`config.mk`:
```
export PLATFORM = sky130hd
export DESIGN_NAME = sct_front
export DESIGN_NICKNAME = d
export VERILOG_FILES = /design/src/rtl/assert_macros.svh /design/src/rtl/sct_pkg.sv /design/src/rtl/sct_front.sv
export SDC_FILE = /design/constraint.sdc
export NUM_CORES = 1
export LEC_CHECK = 0
export ABC_AREA = 1
export BUFFER_PORTS_ARGS = -buffer_cell sky130_fd_sc_hd__buf_4
export CAP_MARGIN = 20
export CORE_MARGIN = 2
export CORE_UTILIZATION = 25
export DETAILED_ROUTE_END_ITERATION = 10
export PLACE_DENSITY = 0.56
export SETUP_SLACK_MARGIN = 0.15
export SYNTH_ARGS = -nofsm -noshare
export SYNTH_HDL_FRONTEND = slang
export SYNTH_SLANG_ARGS = --single-unit
export TNS_END_PERCENT = 100
```
`constraint.sdc`:
```
create_clock -name vclk -period 9.4
set_input_delay 0.94 -clock vclk [all_inputs]
set_output_delay 0.94 -clock vclk [all_outputs]
set_load 0.05 [all_outputs]
```
`src/rtl/assert_macros.svh`:
```
// ---------------------------------------------------------------------------
// Assertion macros
// Shared concurrent assertion forms, clocked on a rising edge and held off
// while reset is asserted.
// ---------------------------------------------------------------------------
`ifndef ASSERT_MACROS_SVH
`define ASSERT_MACROS_SVH

// Check a property at every edge outside reset.
`define SCT_ASSERT(lbl, clk, rstn, prop, msg) \
  lbl: assert property (@(posedge clk) disable iff (!rstn) (prop)) \
    else $error(msg);

// Check that an antecedent implies a consequent in the same cycle.
`define SCT_ASSERT_IMPL(lbl, clk, rstn, ante, cons, msg) \
  lbl: assert property (@(posedge clk) disable iff (!rstn) (ante) |-> (cons)) \
    else $error(msg);

// Check that an antecedent implies a consequent in the next cycle.
`define SCT_ASSERT_NEXT(lbl, clk, rstn, ante, cons, msg) \
  lbl: assert property (@(posedge clk) disable iff (!rstn) (ante) |=> (cons)) \
    else $error(msg);

`endif

```
`src/rtl/sct_pkg.sv`:
```
// ---------------------------------------------------------------------------
// sct_pkg
// Types, sizes and helpers shared by the saturating coverage table.
// ---------------------------------------------------------------------------
`default_nettype none

package sct_pkg;

  // Table geometry
  localparam int POSITIONS   = 4096;
  localparam int CATEGORIES  = 4;
  localparam int COUNT_W     = 16;
  localparam int POS_W       = $clog2(POSITIONS);
  localparam int CAT_W       = $clog2(CATEGORIES);
  localparam int MEM_DEPTH   = POSITIONS * CATEGORIES;
  localparam int ADDR_W      = $clog2(MEM_DEPTH);
  localparam int CNT_W       = $clog2(POSITIONS + 1);
  localparam int SUM_W       = COUNT_W + 1;

  // Request field widths
  localparam int OPCODE_W    = 3;
  localparam int POS_IN_W    = 16;
  localparam int CAT_IN_W    = 2;
  localparam int SPAN_W      = 13;
  localparam int EXT_W       = POS_IN_W + 1;

  // Configuration port
  localparam int CFG_IDX_W   = 2;
  localparam int CFG_DATA_W  = 16;
  localparam int LIMIT_W     = 13;
  localparam logic [COUNT_W-1:0] MAX_RESET   = COUNT_W'(65535);
  localparam logic [LIMIT_W-1:0] LIMIT_RESET = LIMIT_W'(4096);

  // Command queue
  localparam int FIFO_DEPTH  = 2;
  localparam int FIFO_PTR_W  = (FIFO_DEPTH > 1) ? $clog2(FIFO_DEPTH) : 1;
  localparam int FIFO_CNT_W  = $clog2(FIFO_DEPTH + 1);

  typedef enum logic [CFG_IDX_W-1:0] {
    REG_MAX_COVERAGE = 2'd0,
    REG_POSITIONS    = 2'd1,
    REG_SPARE2       = 2'd2,
    REG_SPARE3       = 2'd3
  } cfg_reg_e;

  typedef enum logic [OPCODE_W-1:0] {
    OP_INC       = 3'd0,
    OP_ADD       = 3'd1,
    OP_INC_RANGE = 3'd2,
    OP_ADD_RANGE = 3'd3,
    OP_SET       = 3'd4,
    OP_READ      = 3'd5,
    OP_TEST_HIGH = 3'd6,
    OP_CLEAR     = 3'd7
  } opcode_e;

  // Work handed from the front to the back
  typedef enum logic [2:0] {
    K_NOP,
    K_INC,
    K_ADD,
    K_RADD,
    K_SET,
    K_READ,
    K_TEST,
    K_CLEAR
  } cmd_kind_e;

  typedef struct packed {
    logic [OPCODE_W-1:0] opcode;
    logic [POS_IN_W-1:0] position;
    logic [CAT_IN_W-1:0] category;
    logic [SPAN_W-1:0]   span;
    logic [COUNT_W-1:0]  amount;
  } in_req_t;

  typedef struct packed {
    logic [COUNT_W-1:0] coverage_value;
    logic               is_high;
  } out_rsp_t;

  typedef struct packed {
    cmd_kind_e          kind;
    logic [POS_W-1:0]   pos;
    logic [POS_W-1:0]   pos_mid;
    logic [POS_W-1:0]   pos_end;
    logic [CAT_W-1:0]   cat;
    logic [CNT_W-1:0]   count;
    logic [COUNT_W-1:0] amount;
  } cmd_t;

  // Flat counter address of one position and category
  function automatic logic [ADDR_W-1:0] slot_addr(input logic [POS_W-1:0] pos,
                                                  input logic [CAT_W-1:0] cat);
    return ADDR_W'(pos) * ADDR_W'(CATEGORIES) + ADDR_W'(cat);
  endfunction

endpackage

`default_nettype wire

```
`src/rtl/sct_front.sv`:
```
// ---------------------------------------------------------------------------
// sct_front
// Accepts requests, checks them against the live limits and turns each
// into a command with a clipped run length for the execution back.
// ---------------------------------------------------------------------------
`default_nettype none

module sct_front import sct_pkg::*; (
  input  wire logic               in_valid_i,
  output logic                    in_stall_o,
  input  in_req_t                 in_req_i,
  input  wire logic [LIMIT_W-1:0] positions_in_use_i,
  input  wire logic               fifo_full_i,
  input  wire logic               init_busy_i,
  output logic                    push_o,
  output cmd_t                    push_cmd_o
);

  logic [CNT_W-1:0] lim;
  logic [EXT_W-1:0] p_ext;
  logic [EXT_W-1:0] lim_ext;
  logic [EXT_W-1:0] end_full;
  logic [EXT_W-1:0] end_clip;
  logic [EXT_W-1:0] mid_pos;
  logic [EXT_W-1:0] run_len;
  logic             pos_ok;
  logic             cat_ok;
  logic             test_ok;

  // Hold requests while the queue is full or the reset clearing pass is still running
  assign in_stall_o = fifo_full_i || init_busy_i;
  assign push_o     = in_valid_i && !in_stall_o;

  // Effective limit and run bounds
  assign lim      = (CNT_W'(positions_in_use_i) < CNT_W'(POSITIONS)) ?
                    CNT_W'(positions_in_use_i) : CNT_W'(POSITIONS);
  assign p_ext    = EXT_W'(in_req_i.position);
  assign lim_ext  = EXT_W'(lim);
  assign end_full = p_ext + EXT_W'(in_req_i.span);
  assign mid_pos  = p_ext + EXT_W'(in_req_i.span >> 1);
  assign end_clip = (end_full > lim_ext) ? lim_ext : end_full;
  assign run_len  = (end_clip > p_ext) ? end_clip - p_ext : '0;
  assign pos_ok   = p_ext < lim_ext;
  assign cat_ok   = int'(in_req_i.category) < CATEGORIES;
  assign test_ok  = end_full < lim_ext;

  // Classify the request
  always_comb begin
    push_cmd_o.kind    = K_NOP;
    push_cmd_o.pos     = POS_W'(in_req_i.position);
    push_cmd_o.pos_mid = POS_W'(mid_pos);
    push_cmd_o.pos_end = POS_W'(end_full);
    push_cmd_o.cat     = CAT_W'(in_req_i.category);
    push_cmd_o.count   = CNT_W'(1);
    push_cmd_o.amount  = in_req_i.amount;
    unique case (opcode_e'(in_req_i.opcode))
      OP_CLEAR: begin
        push_cmd_o.kind = K_CLEAR;
      end
      OP_INC: begin
        push_cmd_o.kind = (cat_ok && pos_ok) ? K_INC : K_NOP;
      end
      OP_ADD: begin
        push_cmd_o.kind = (cat_ok && pos_ok) ? K_ADD : K_NOP;
      end
      OP_INC_RANGE: begin
        push_cmd_o.count = CNT_W'(run_len);
        push_cmd_o.kind  = (cat_ok && run_len != '0) ? K_INC : K_NOP;
      end
      OP_ADD_RANGE: begin
        push_cmd_o.count = CNT_W'(run_len);
        push_cmd_o.kind  = (cat_ok && run_len != '0) ? K_RADD : K_NOP;
      end
      OP_SET: begin
        push_cmd_o.kind = (cat_ok && pos_ok) ? K_SET : K_NOP;
      end
      OP_READ: begin
        push_cmd_o.kind = (cat_ok && pos_ok) ? K_READ : K_NOP;
      end
      OP_TEST_HIGH: begin
        push_cmd_o.kind = (cat_ok && test_ok) ? K_TEST : K_NOP;
      end
      default: begin
        push_cmd_o.kind = K_NOP;
      end
    endcase
  end

endmodule

`default_nettype wire

```
* Word level (Yosys, flattened, before mapping) *
Cells that the tools add are included.

operators by class
  add/subtract/negate cells = 3
  $lt $le $gt $ge = 5
  reduce and logical (&&, ||, !) cells = 6
  equality and inequality tests = 7
  mux-type cells = 12

operators by type and width
  operator              count
  $mux 17               2
  $mux 13               2
  $pmux 3 s8            1
  $add 16x13->17        1
  $gt 17x13->1          1
  $gt 17x16->1          1
  $lt 17x13->1          1
  $reduce_bool 17->1    1
  $sub 17x16->17        1
  $lt 16x13->1          1
  $lt 13x13->1 const B  1
  $add 12x12->12        1
  $eq 3x3->1 const B    4
  $mux 3                3
  $eq 3x2->1 const B    2
  $mux 2                2
  $eq 3x1->1 const B    1
  $logic_not 3->1       1
  $mux 1                2
  $reduce_or 2->1       1
  $logic_and 1x1->1     1
  $logic_not 1->1       1
  $logic_or 1x1->1      1

storage, ports and cells
  output and inout port bits = 72
  flip-flop bits (word level) = 0

* Depth between registers and ports, before layout *
  depth in word-level cells = 9
  mapped depth = 38
  mapped depth without buffers = 37

* Worst setup path before layout *
Ideal clock, no wire load.

  path kind = input port to output port
  from = input in_req_i[16] (netlist name)
  to = output push_cmd_o[16] (netlist name)
  data required time = 8,460 ps
  arrival time = 6,328 ps
  setup slack = 2,132 ps
  cell stages on the path = 25
  cell sequence = ha_1 fa_1 nand2_1 nand3_2 nand2_1 nand2_2 xor2_1 ha_1 nand2_1 nor4_1 nand4_4 buf_2 nand3b_1 nand2_1 ha_1 nand2_1 o21ai_0 nand2_1 nand2_1 nand2_1 nand2_1 nand2_1 nor2_1 inv_1 o21ai_0

RTL lines
  item         line             text
  from (decl)  sct_front.sv:11  input in_req_t in_req_i,
  to (decl)    sct_front.sv:16  output cmd_t push_cmd_o

==> flow_summary.ini <==
[status]
outcome = finished clean

[timing]
period_minus_slack_ns = 7.27
rsz0062_at_grt = no
hold_viol = 0
slew_violations = 0
fin_crit_sh = 0.773
setup_viol = 0
worst_slew_pin_slew_ns = 0.631
whs_ns = 1.88
setup_ws_ns = 2.13
setup_tns_ns = 0
fmax_mhz = 138
timing.slew.headroom = 0.576

[synthesis]
synth_top_area_cell = ha_1
synthesis.area_um2 = 3530
syn_nets = 745
ys_seq_area_frac = 0
ys_types = 35
synth_top_area_share = 0.216
avgSynthCellArea_um2 = 5.75
synth_cells = 615
synth_area_leaders = ha_1 22%, nand2_1 19%, inv_1 9.2%
ys_warn_count = 0

[floorplanning]
core_area_um2 = 13800
rows = 43
io_pins = 138
floorplan.initialDensity = 0.256
die-area_um2 = 15100
die_w_um = 123
die_h_um = 123

[power_and_ir_drop]
powerDensity_nw_per_um2 = 98.7
p_leak_nw = 2.49
ir_worst_vdd_v = 0.0000553

[layout]
layout-drive-gt1-share = 0.182
design.seq.count = 0
fin_nets = 813
regArea_um2 = 0
antenna_cells = 0
layout_commonest_cell = nand2_1
nClkBuffers = 0
final_util = 0.308
final_cell_mix = 182 x nand2_1, 102 x buf_4, 87 x inv_1, 61 x ha_1, 55 x nor2_1
synthToLayoutAreaGrowth_pct = 20.5

[setup_path]
start_kind = input pin
cp.arrival_ns = 6.33
criticalPathCategory = input pin to output port
cp_slowest_stage_delay_ns = 0.49
endpoint_kind = output port
crit_path_max_fanout = 15
worst_ep_required_time_ns = 8.46
critPathMostFrequentCell = nand2_1
slowest_stage = nor4_1

[routing]
firstDrtPassIters = 4
ant_nets = 0
drc = 0
via_per_inst = 4.53
vias = 3902
wl_um = 11500
wl_per_cell_um = 13.4
drt_iter0_drc = 178

[grt]
first_global_vias = 3897
track_usage = 0.153
grt_overflow = 0
grt_pass1_wl_um = 18600
grt_max_degree = 16
antenna_found_initial = 0

[placed_design]
gp_congestion = 0.868
hpwl_um = 10200
port_buffers = 102
dp_slack_ns = 2.18

[clock_network]
cts-resized-gates = 0
ctsHoldBuffers = 0
cts_setup_buffers = 0

[hold_path]
hp-class = input pin to output port

[job]
drv_cap = 0
==> power breakdown <==
group	switching, W	leakage [nW]	total [W]	internal, W
clock network	0	0	0	0
logic	0.000283	2.49	0.000421	0.000137
registers	0	0	0	0
total	0.000283	2.49	0.000421	0.000137
==> metrics by stage <==
| step | power, W | area [µm²] | instances |
|---|---|---|---|
| finish | 0.000421 | 4260 | 861 |
| floorplan | 0.000325 | 3530 | 615 |
| CTS | 0.000422 | 4260 | 861 |
| detailed placement | 0.000421 | 4260 | 861 |
| global route | 0.000466 | 4260 | 861 |
| global placement | 0.000422 | 4260 | 861 |
==> path summary, 6_finish.rpt <==
| check | endpoint | cells past startpoint | slack [ns] | from |
|---|---|---|---|---|
| max | push_cmd_o[22] | 30 | 2.13 | in_req_i[31] |
| min | push_cmd_o[2] | 0 | 1.88 | in_req_i[2] |
==> per-layer routing <==
layer,part of all wire,vias up,GRT usage
li1,-,2114,-
met1,0.47,1698,0.203
met2,0.47,78,0.274
met3,0.038,12,0.00830
met4,0.021,0,0.0316
met5,0,-,0
==> final cells by class <==
class                           instances  area [µm²]
Multi-Input combinational cell        491        2940
Timing Repair Buffer                  102         766
Fill cell                            1561        9570
Inverter                               88         330
Tap cell                              180         225
==> critical path, delay by kind of cell <==
family | cells | cell delay (ns)
and+or+nand+nor | 18 | 2.52
buffers and inverters | 4 | 0.54
xor gates and xnor gates | 1 | 0.18
AOI/OAI and AO/OA | 3 | 0.80
adders and majority gates | 4 | 1.33
==> synth_stat cells <==
cell,number
o21ai_0,14
a21oi_1,40
xor2_1,18
and2_1,1
ha_1,61
a31oi_1,2
fa_1,3
o211ai_1,4
nand2_2,4
and3_1,3
nor4_1,2
nand3_1,37
o31ai_1,1
nand3b_1,12
xnor2_1,6
nand4_4,1
clkbuf_1,1
or2_2,2
a21o_1,7
a21oi_2,1
inv_1,87
nor3_1,3
nand2_1,182
nor2_4,1
buf_4,32
a21oi_4,1
nand3_2,6
o21bai_1,4
buf_6,1
nand2_4,1
nor2_2,4
inv_2,1
nor2_1,55
buf_2,2
nand4_1,15
==> logic make-up after synthesis <==
kind of cell / synth area share
AOI/OAI and AO/OA: 0.121
and+or+nand+nor: 0.418
adders and majority gates: 0.233
xor gates and xnor gates: 0.0595
buffers and inverters: 0.168
Note: power is estimated with default switching activity, not from simulation.
