[src/rtl/assert_macros.svh]
// ---------------------------------------------------------------------------
// Assertion macros
// Shared concurrent assertion forms, clocked on a rising edge and held off
// while reset is asserted.
// ---------------------------------------------------------------------------
`ifndef ASSERT_MACROS_SVH
`define ASSERT_MACROS_SVH

// Check a property at every edge outside reset.
`define SCT_ASSERT(lbl, clk, rstn, prop, msg) \
  lbl: assert property (@(posedge clk) disable iff (!rstn) (prop)) \
    else $error(msg);

// Check that an antecedent implies a consequent in the same cycle.
`define SCT_ASSERT_IMPL(lbl, clk, rstn, ante, cons, msg) \
  lbl: assert property (@(posedge clk) disable iff (!rstn) (ante) |-> (cons)) \
    else $error(msg);

// Check that an antecedent implies a consequent in the next cycle.
`define SCT_ASSERT_NEXT(lbl, clk, rstn, ante, cons, msg) \
  lbl: assert property (@(posedge clk) disable iff (!rstn) (ante) |=> (cons)) \
    else $error(msg);

`endif

[src/rtl/sct_pkg.sv]
// ---------------------------------------------------------------------------
// sct_pkg
// Types, sizes and helpers shared by the saturating coverage table.
// ---------------------------------------------------------------------------
`default_nettype none

package sct_pkg;

  // Table geometry
  localparam int POSITIONS   = 4096;
  localparam int CATEGORIES  = 4;
  localparam int COUNT_W     = 16;
  localparam int POS_W       = $clog2(POSITIONS);
  localparam int CAT_W       = $clog2(CATEGORIES);
  localparam int MEM_DEPTH   = POSITIONS * CATEGORIES;
  localparam int ADDR_W      = $clog2(MEM_DEPTH);
  localparam int CNT_W       = $clog2(POSITIONS + 1);
  localparam int SUM_W       = COUNT_W + 1;

  // Request field widths
  localparam int OPCODE_W    = 3;
  localparam int POS_IN_W    = 16;
  localparam int CAT_IN_W    = 2;
  localparam int SPAN_W      = 13;
  localparam int EXT_W       = POS_IN_W + 1;

  // Configuration port
  localparam int CFG_IDX_W   = 2;
  localparam int CFG_DATA_W  = 16;
  localparam int LIMIT_W     = 13;
  localparam logic [COUNT_W-1:0] MAX_RESET   = COUNT_W'(65535);
  localparam logic [LIMIT_W-1:0] LIMIT_RESET = LIMIT_W'(4096);

  // Command queue
  localparam int FIFO_DEPTH  = 2;
  localparam int FIFO_PTR_W  = (FIFO_DEPTH > 1) ? $clog2(FIFO_DEPTH) : 1;
  localparam int FIFO_CNT_W  = $clog2(FIFO_DEPTH + 1);

  typedef enum logic [CFG_IDX_W-1:0] {
    REG_MAX_COVERAGE = 2'd0,
    REG_POSITIONS    = 2'd1,
    REG_SPARE2       = 2'd2,
    REG_SPARE3       = 2'd3
  } cfg_reg_e;

  typedef enum logic [OPCODE_W-1:0] {
    OP_INC       = 3'd0,
    OP_ADD       = 3'd1,
    OP_INC_RANGE = 3'd2,
    OP_ADD_RANGE = 3'd3,
    OP_SET       = 3'd4,
    OP_READ      = 3'd5,
    OP_TEST_HIGH = 3'd6,
    OP_CLEAR     = 3'd7
  } opcode_e;

  // Work handed from the front to the back
  typedef enum logic [2:0] {
    K_NOP,
    K_INC,
    K_ADD,
    K_RADD,
    K_SET,
    K_READ,
    K_TEST,
    K_CLEAR
  } cmd_kind_e;

  typedef struct packed {
    logic [OPCODE_W-1:0] opcode;
    logic [POS_IN_W-1:0] position;
    logic [CAT_IN_W-1:0] category;
    logic [SPAN_W-1:0]   span;
    logic [COUNT_W-1:0]  amount;
  } in_req_t;

  typedef struct packed {
    logic [COUNT_W-1:0] coverage_value;
    logic               is_high;
  } out_rsp_t;

  typedef struct packed {
    cmd_kind_e          kind;
    logic [POS_W-1:0]   pos;
    logic [POS_W-1:0]   pos_mid;
    logic [POS_W-1:0]   pos_end;
    logic [CAT_W-1:0]   cat;
    logic [CNT_W-1:0]   count;
    logic [COUNT_W-1:0] amount;
  } cmd_t;

  // Flat counter address of one position and category
  function automatic logic [ADDR_W-1:0] slot_addr(input logic [POS_W-1:0] pos,
                                                  input logic [CAT_W-1:0] cat);
    return ADDR_W'(pos) * ADDR_W'(CATEGORIES) + ADDR_W'(cat);
  endfunction

endpackage

`default_nettype wire

[src/rtl/sct_cmd_fifo.sv]
// ---------------------------------------------------------------------------
// sct_cmd_fifo
// Short command queue between the decode front and the execution back.
// ---------------------------------------------------------------------------
`default_nettype none
`include "assert_macros.svh"

module sct_cmd_fifo import sct_pkg::*; (
  input  wire logic clk_i,
  input  wire logic rst_ni,
  input  wire logic push_i,
  input  cmd_t      push_cmd_i,
  output logic      full_o,
  input  wire logic pop_i,
  output logic      empty_o,
  output cmd_t      head_o
);

  cmd_t                  entry_q [FIFO_DEPTH];
  logic [FIFO_PTR_W-1:0] wr_ptr_q, wr_ptr_d;
  logic [FIFO_PTR_W-1:0] rd_ptr_q, rd_ptr_d;
  logic [FIFO_CNT_W-1:0] count_q, count_d;

  assign full_o  = (count_q == FIFO_CNT_W'(FIFO_DEPTH));
  assign empty_o = (count_q == '0);
  assign head_o  = entry_q[rd_ptr_q];

  // Advance pointers and occupancy
  always_comb begin
    wr_ptr_d = wr_ptr_q;
    rd_ptr_d = rd_ptr_q;
    count_d  = count_q;
    if (push_i) begin
      wr_ptr_d = (wr_ptr_q == FIFO_PTR_W'(FIFO_DEPTH - 1)) ? '0 : wr_ptr_q + 1'b1;
    end
    if (pop_i) begin
      rd_ptr_d = (rd_ptr_q == FIFO_PTR_W'(FIFO_DEPTH - 1)) ? '0 : rd_ptr_q + 1'b1;
    end
    if (push_i && !pop_i) begin
      count_d = count_q + 1'b1;
    end else if (pop_i && !push_i) begin
      count_d = count_q - 1'b1;
    end
  end

  always_ff @(posedge clk_i or negedge rst_ni) begin
    if (!rst_ni) begin
      wr_ptr_q <= '0;
      rd_ptr_q <= '0;
      count_q  <= '0;
    end else begin
      wr_ptr_q <= wr_ptr_d;
      rd_ptr_q <= rd_ptr_d;
      count_q  <= count_d;
    end
  end

  // Store the pushed request
  always_ff @(posedge clk_i) begin
    if (push_i) begin
      entry_q[wr_ptr_q] <= push_cmd_i;
    end
  end

  `SCT_ASSERT_IMPL(a_no_push_full, clk_i, rst_ni, push_i, !full_o, "push into full queue")
  `SCT_ASSERT_IMPL(a_no_pop_empty, clk_i, rst_ni, pop_i, !empty_o, "pop from empty queue")
  `SCT_ASSERT(a_count_bound, clk_i, rst_ni, count_q <= FIFO_CNT_W'(FIFO_DEPTH), "count overrun")

endmodule

`default_nettype wire

[config.mk]
export PLATFORM = sky130hd
export DESIGN_NAME = sct_cmd_fifo
export DESIGN_NICKNAME = d
export VERILOG_FILES = /design/src/rtl/sct_pkg.sv /design/src/rtl/sct_cmd_fifo.sv
export VERILOG_INCLUDE_DIRS = /design/src /design/src/rtl
export SDC_FILE = /design/constraint.sdc
export NUM_CORES = 1
export LEC_CHECK = 0
export BUFFER_PORTS_ARGS = -buffer_cell sky130_fd_sc_hd__buf_4
export CAP_MARGIN = 20
export CORE_MARGIN = 8
export CORE_UTILIZATION = 35
export CTS_CLUSTER_DIAMETER = 80
export DETAILED_ROUTE_END_ITERATION = 6
export PLACE_DENSITY_LB_ADDON = 0.3
export SYNTH_ARGS = -nofsm -noshare
export SYNTH_HDL_FRONTEND = slang
export SYNTH_SLANG_ARGS = --single-unit
[constraint.sdc]
create_clock -name clk_i -period 6 [get_ports clk_i]
set_clock_uncertainty 0.15 [all_clocks]
set_input_delay 0.6 -clock clk_i [delete_from_list [all_inputs] [get_ports clk_i]]
set_output_delay 0.6 -clock clk_i [all_outputs]
set_load 0.02 [all_outputs]
# After elaboration in Yosys (flattened, before gate mapping)
# Memories as Yosys holds them, arrays and structs flattened.
# Index checks and enable logic that the tools add are counted.
# totals
mem_bits_ro	0
latchBits	0
input_bits	74
reg_bits	4
n_memories	1
output_inout_bits	72
ramBits	140
# memory_table
name	words	width	read_ports	rd_ports_with_merged_regs	wr	line_no	rtl
entry_q	2	70	1	0	1	sct_cmd_fifo.sv:19	cmd_t entry_q [FIFO_DEPTH];
# classes
n_bitwise	0
mux	6
multipliers	0
magnitude_cmp	0
div	0
reduce_logical	6
eq_ne	1
n_shift	0
addsub	4
# ops
operator	n
1-bit 2-to-1 mux	4
2-bit 2-to-1 mux	2
1-bit adder, second input constant	2
2-bit by 1-bit adder with 2-bit output, second input constant	1
2-bit == test, second input constant	1
1-bit logical AND	2
1-bit zero test	2
2-bit zero test	1
2-bit nonzero test	1
2-bit by 1-bit subtractor with 2-bit output, second input constant	1

# Depth between registers and ports, before layout
# depth
ltp_word	4
mapped_depth	5
mapped_depth_nobuf	5

# Worst setup path before layout
# OpenSTA, ideal clock, no wires.
# synth_timing
path_kind	in2reg
from	in push_i
to	mem entry_q[0][0] in the netlist's numbering, enable pin
path_buffers	0
setup_slack_ns	1.672
arrival_time_ns	3.671
setup_ns	0.507
path_stages	1
cell_sequence	nor2b_1
# synth_via
elab_chain_len	2
# synth_lines
item	line_no	rtl
from (decl)	sct_cmd_fifo.sv:11	input wire logic push_i,
1-bit 2-to-1 mux	sct_cmd_fifo.sv:60	if (push_i) begin
1-bit 2-to-1 mux (implied by the code)	sct_cmd_fifo.sv:61	entry_q[wr_ptr_q] <= push_cmd_i;
to (decl)	sct_cmd_fifo.sv:19	
# Every way passes these cells.

==> results.md <==
- Post-Synth Adder-Cell Area: 0.00224
- Total count of hold-check failures in the final report: 0
- Clock sinks: 144
- Area Growth Syn to Fin: 31.5%
- Classification of the worst-slack hold path: input port to flop
- Commonest cells after routing, fill and taps aside: sky130_fd_sc_hd__buf_4, sky130_fd_sc_hd__edfxtp_1, sky130_fd_sc_hd__mux2_4, sky130_fd_sc_hd__clkbuf_16, sky130_fd_sc_hd__clkbuf_1
- Cell Int Power: 0.00254 W
- Slowest Stage Delay on Critical Path: 0.94 ns
- Synthesis Warnings: 0
- Wire length of the first global-routing pass: 15.6 mm
- Placed Area: 6830 µm²
- Clock Path Buffers: 2
- Initial antenna violation count: 0
- Worst R2R Start: wr_ptr_q
- Sum of negative setup slack: 0 ns
- Status: complete, no violations
- Final Max Slew Viols: 0
- CP cell instances: buf_4 -> mux2_4 -> buf_4
- Final standard cell count with taps included and fillers excluded: 621
- Worst path slowest cell: sky130_fd_sc_hd__dfrtp_4
- Gate power share: 0.341
- Relative contribution of sequential cells to total power: 0.406
- Placed wire-length estimate after detailed placement: 6.89 mm
- Category of the worst setup path launch point: flop
- Mean instance size in the synthesized netlist: 23.9 µm²
- Horizontal die dimension: 142 µm
- Total net switching power: 0.00108 W
- Number of nets in the final layout: 468
- Reg-to-reg critical path endpoint: entry_q[0][25]
- Actual transition at the worst max-transition pin: 0.966 ns
- Clock edge transition at the registers on the reported setup and hold paths: 0.06 ns
- Share of the synthesized netlist area taken by xor and xnor gates: 0.00784
- Max H-tree Level: 4
- Port Buf Inserts: 145
- Synthesized cell area: 5590 µm²
- Fraction of synthesized area in multiplexers: 0.187
- DR vias: 2578
- Detail-routed net length per standard cell: 16.7 µm
- Min cycle time layout: 3.26 ns
- Effective utilization at floorplan: 0.354
- Antenna diode count: 0
- Arrival time reported for the critical path endpoint: 2.51 ns
- Placer congestion estimate: 0.649
- Most common cell after layout, fill and taps aside: sky130_fd_sc_hd__buf_4
- Power density over the cells: 493 nW/µm²
- Final period util: 0.544
- Max-Slew Margin vs Limit: 0.356
- Cells after Synth: 234
- Crit Path Category: flop to output pin
- WL final: 10.4 mm
- Portion of total power attributed to the clock network: 0.253
- Endpoint type of the worst setup path: output pin
- Total power of the final layout: 0.00362 W
- Count of pins on the block boundary: 146
- Drc violations: 0
- Sequential area share after synthesis: 0.770
- Iter 0 DRT Violations: 101
- Largest net degree at the start of global routing: 71
- Inserted Clock Buffers: 17
- Placeable Area: 15800 µm²
- Total setup buffers inserted after CTS: 0
- Hold-critical path endpoint: rd_ptr_q
- Cell mode on critical path: sky130_fd_sc_hd__buf_4
- DRT Pass-1 Iters: 4
- GR Overflow Total: 0
- Net switching fraction of the power: 0.299
- Die height: 142 µm
- Start point of the worst min-delay path: pop_i
- Post-synthesis compound-gate area fraction: 0
- Post-route design area: 7350 µm²
- Netlist cell types: 13
- Vias per inst: 4.15
- Insertion delay to the later sink of the worst-skew pair: 0.40 ns
- Fmax: 307 MHz
- Cell Count Post-Placement: 589
- Simple-gate share of the synthesized area: 0.00470
- Number of global-route vias before repair: 2953
- Worst r2r path cells: 2
- Syn nets: 309
- Setup repair after global routing missed its margin: false
- Main combinational cell family by area after synthesis: multiplexers
- TritonCTS clock tree: done
- Data required time of the worst path: 5.25 ns
- Leakage: 2.94 nW
- Post-layout util: 0.466
- Total Die Area: 20300 µm²
- FP Rows: 46
- Final-report setup violation count: 0
- CTS Root Buffer Type: sky130_fd_sc_hd__clkbuf_16
- Max Cap Viol: 0
- Largest voltage drop on the vdd net: 305 µV
- Flip-flop and latch count after synthesis: 144
- Count of antenna-violating nets left after detailed routing: 0
- Fraction of final layout cells sized beyond drive strength 1: 0.600
- Largest fanout of any net on the critical path: 41
- Global Route Usage Sum: 0.104
- Cells on Worst Hold Path: 2
- Flop2flop setup slack: 3.66 ns
[layer usage]
metal / GRT usage / part of all wire / up-vias / wire, µm
met4: 0.0453 / 0.0096 / 0 / 100
li1: - / - / 1238 / -
met1: 0.108 / 0.41 / 1251 / 4270
met2: 0.171 / 0.50 / 82 / 5180
met5: 0 / 0 / - / 0
met3: 0.0557 / 0.081 / 7 / 847
[stage by stage]
| stage | setup WS (ns) | hold slack [ns] |
|---|---|---|
| 2_1_floorplan | 1.67 | 0.154 |
| 3_3_place_gp | 3.13 | 0.248 |
| 3_5_place_dp | 3.12 | 0.250 |
| 4_1_cts | 2.66 | 0.198 |
| 5_1_grt | 2.62 | 0.198 |
| 6_report | 2.74 | 0.220 |
[flip-flops by register name, summed over array words and instances (netlist names)]
| register | flops |
|---|---|
| entry_q | 140 |
| count_q | 2 |
| rd_ptr_q | 1 |
| wr_ptr_q | 1 |
[logic make-up (layout without fill, tap and decap cells)]
logic type    Yosys count  in the layout
mux                    70             70
flops                 144            144
buf+inv                 9            180
simple gates            5              5
fa+ha+maj               1              1
xor+xnor                5              5
[how the worst max path moves through the flow]
stage | end | startpoint | depth (start not counted)
final | head_o[27] | rd_ptr_q | 3
after global routing | head_o[27] | rd_ptr_q | 3
after CTS | head_o[27] | rd_ptr_q | 3
after detailed placement | head_o[27] | rd_ptr_q | 3
after global placement | head_o[27] | rd_ptr_q | 3
after floorplan | entry_q[0][0] | push_i | 1
[power by group through the flow]
stage	combinational, W	clock, W	sequential (W)
final	0.00123	0.000918	0.00147
after CTS	0.00127	0.000945	0.00148
after global placement	0.00126	0	0.00149
after floorplan	0.000968	0	0.00141
after detailed placement	0.00126	0	0.00150
after global routing	0.00131	0.000984	0.00149
[cell usage after synthesis]
cell type                  number  area share
sky130_fd_sc_hd__and2_1         1      0.0011
sky130_fd_sc_hd__dfrtp_1        4       0.018
sky130_fd_sc_hd__mux2_2         1      0.0020
sky130_fd_sc_hd__buf_12         7       0.025
sky130_fd_sc_hd__xor2_1         4      0.0063
sky130_fd_sc_hd__edfxtp_1     140        0.75
sky130_fd_sc_hd__inv_1          1     0.00067
sky130_fd_sc_hd__mux2_4        69        0.19
sky130_fd_sc_hd__ha_1           1      0.0022
sky130_fd_sc_hd__buf_6          1      0.0020
sky130_fd_sc_hd__nor2_1         2      0.0013
sky130_fd_sc_hd__nor2b_1        2      0.0022
sky130_fd_sc_hd__xnor2_1        1      0.0016
[layout make-up]
| cell class | instances | area (µm²) |
|---|---|---|
| Multi-Input combinational cell | 81 | 1140 |
| Sequential cell | 144 | 4310 |
| Clock inverter | 9 | 68.8 |
| Inverter | 1 | 3.75 |
| Clock buffer | 22 | 444 |
| Fill cell | 1401 | 8420 |
| Tap cell | 216 | 270 |
| Timing Repair Buffer | 148 | 1110 |
[critical path, delay by kind of cell, from the launching register on]
kind | cells | cell delay (ns)
buf+inv | 2 | 0.78
flops | 1 | 0.94
mux | 1 | 0.35
[repair_timing]
item                      CTS  global route
hold endpoints to repair    4             0
gates resized for setup     0             0
hold buffers                1             0
Power figures use the tool's default switching activity.
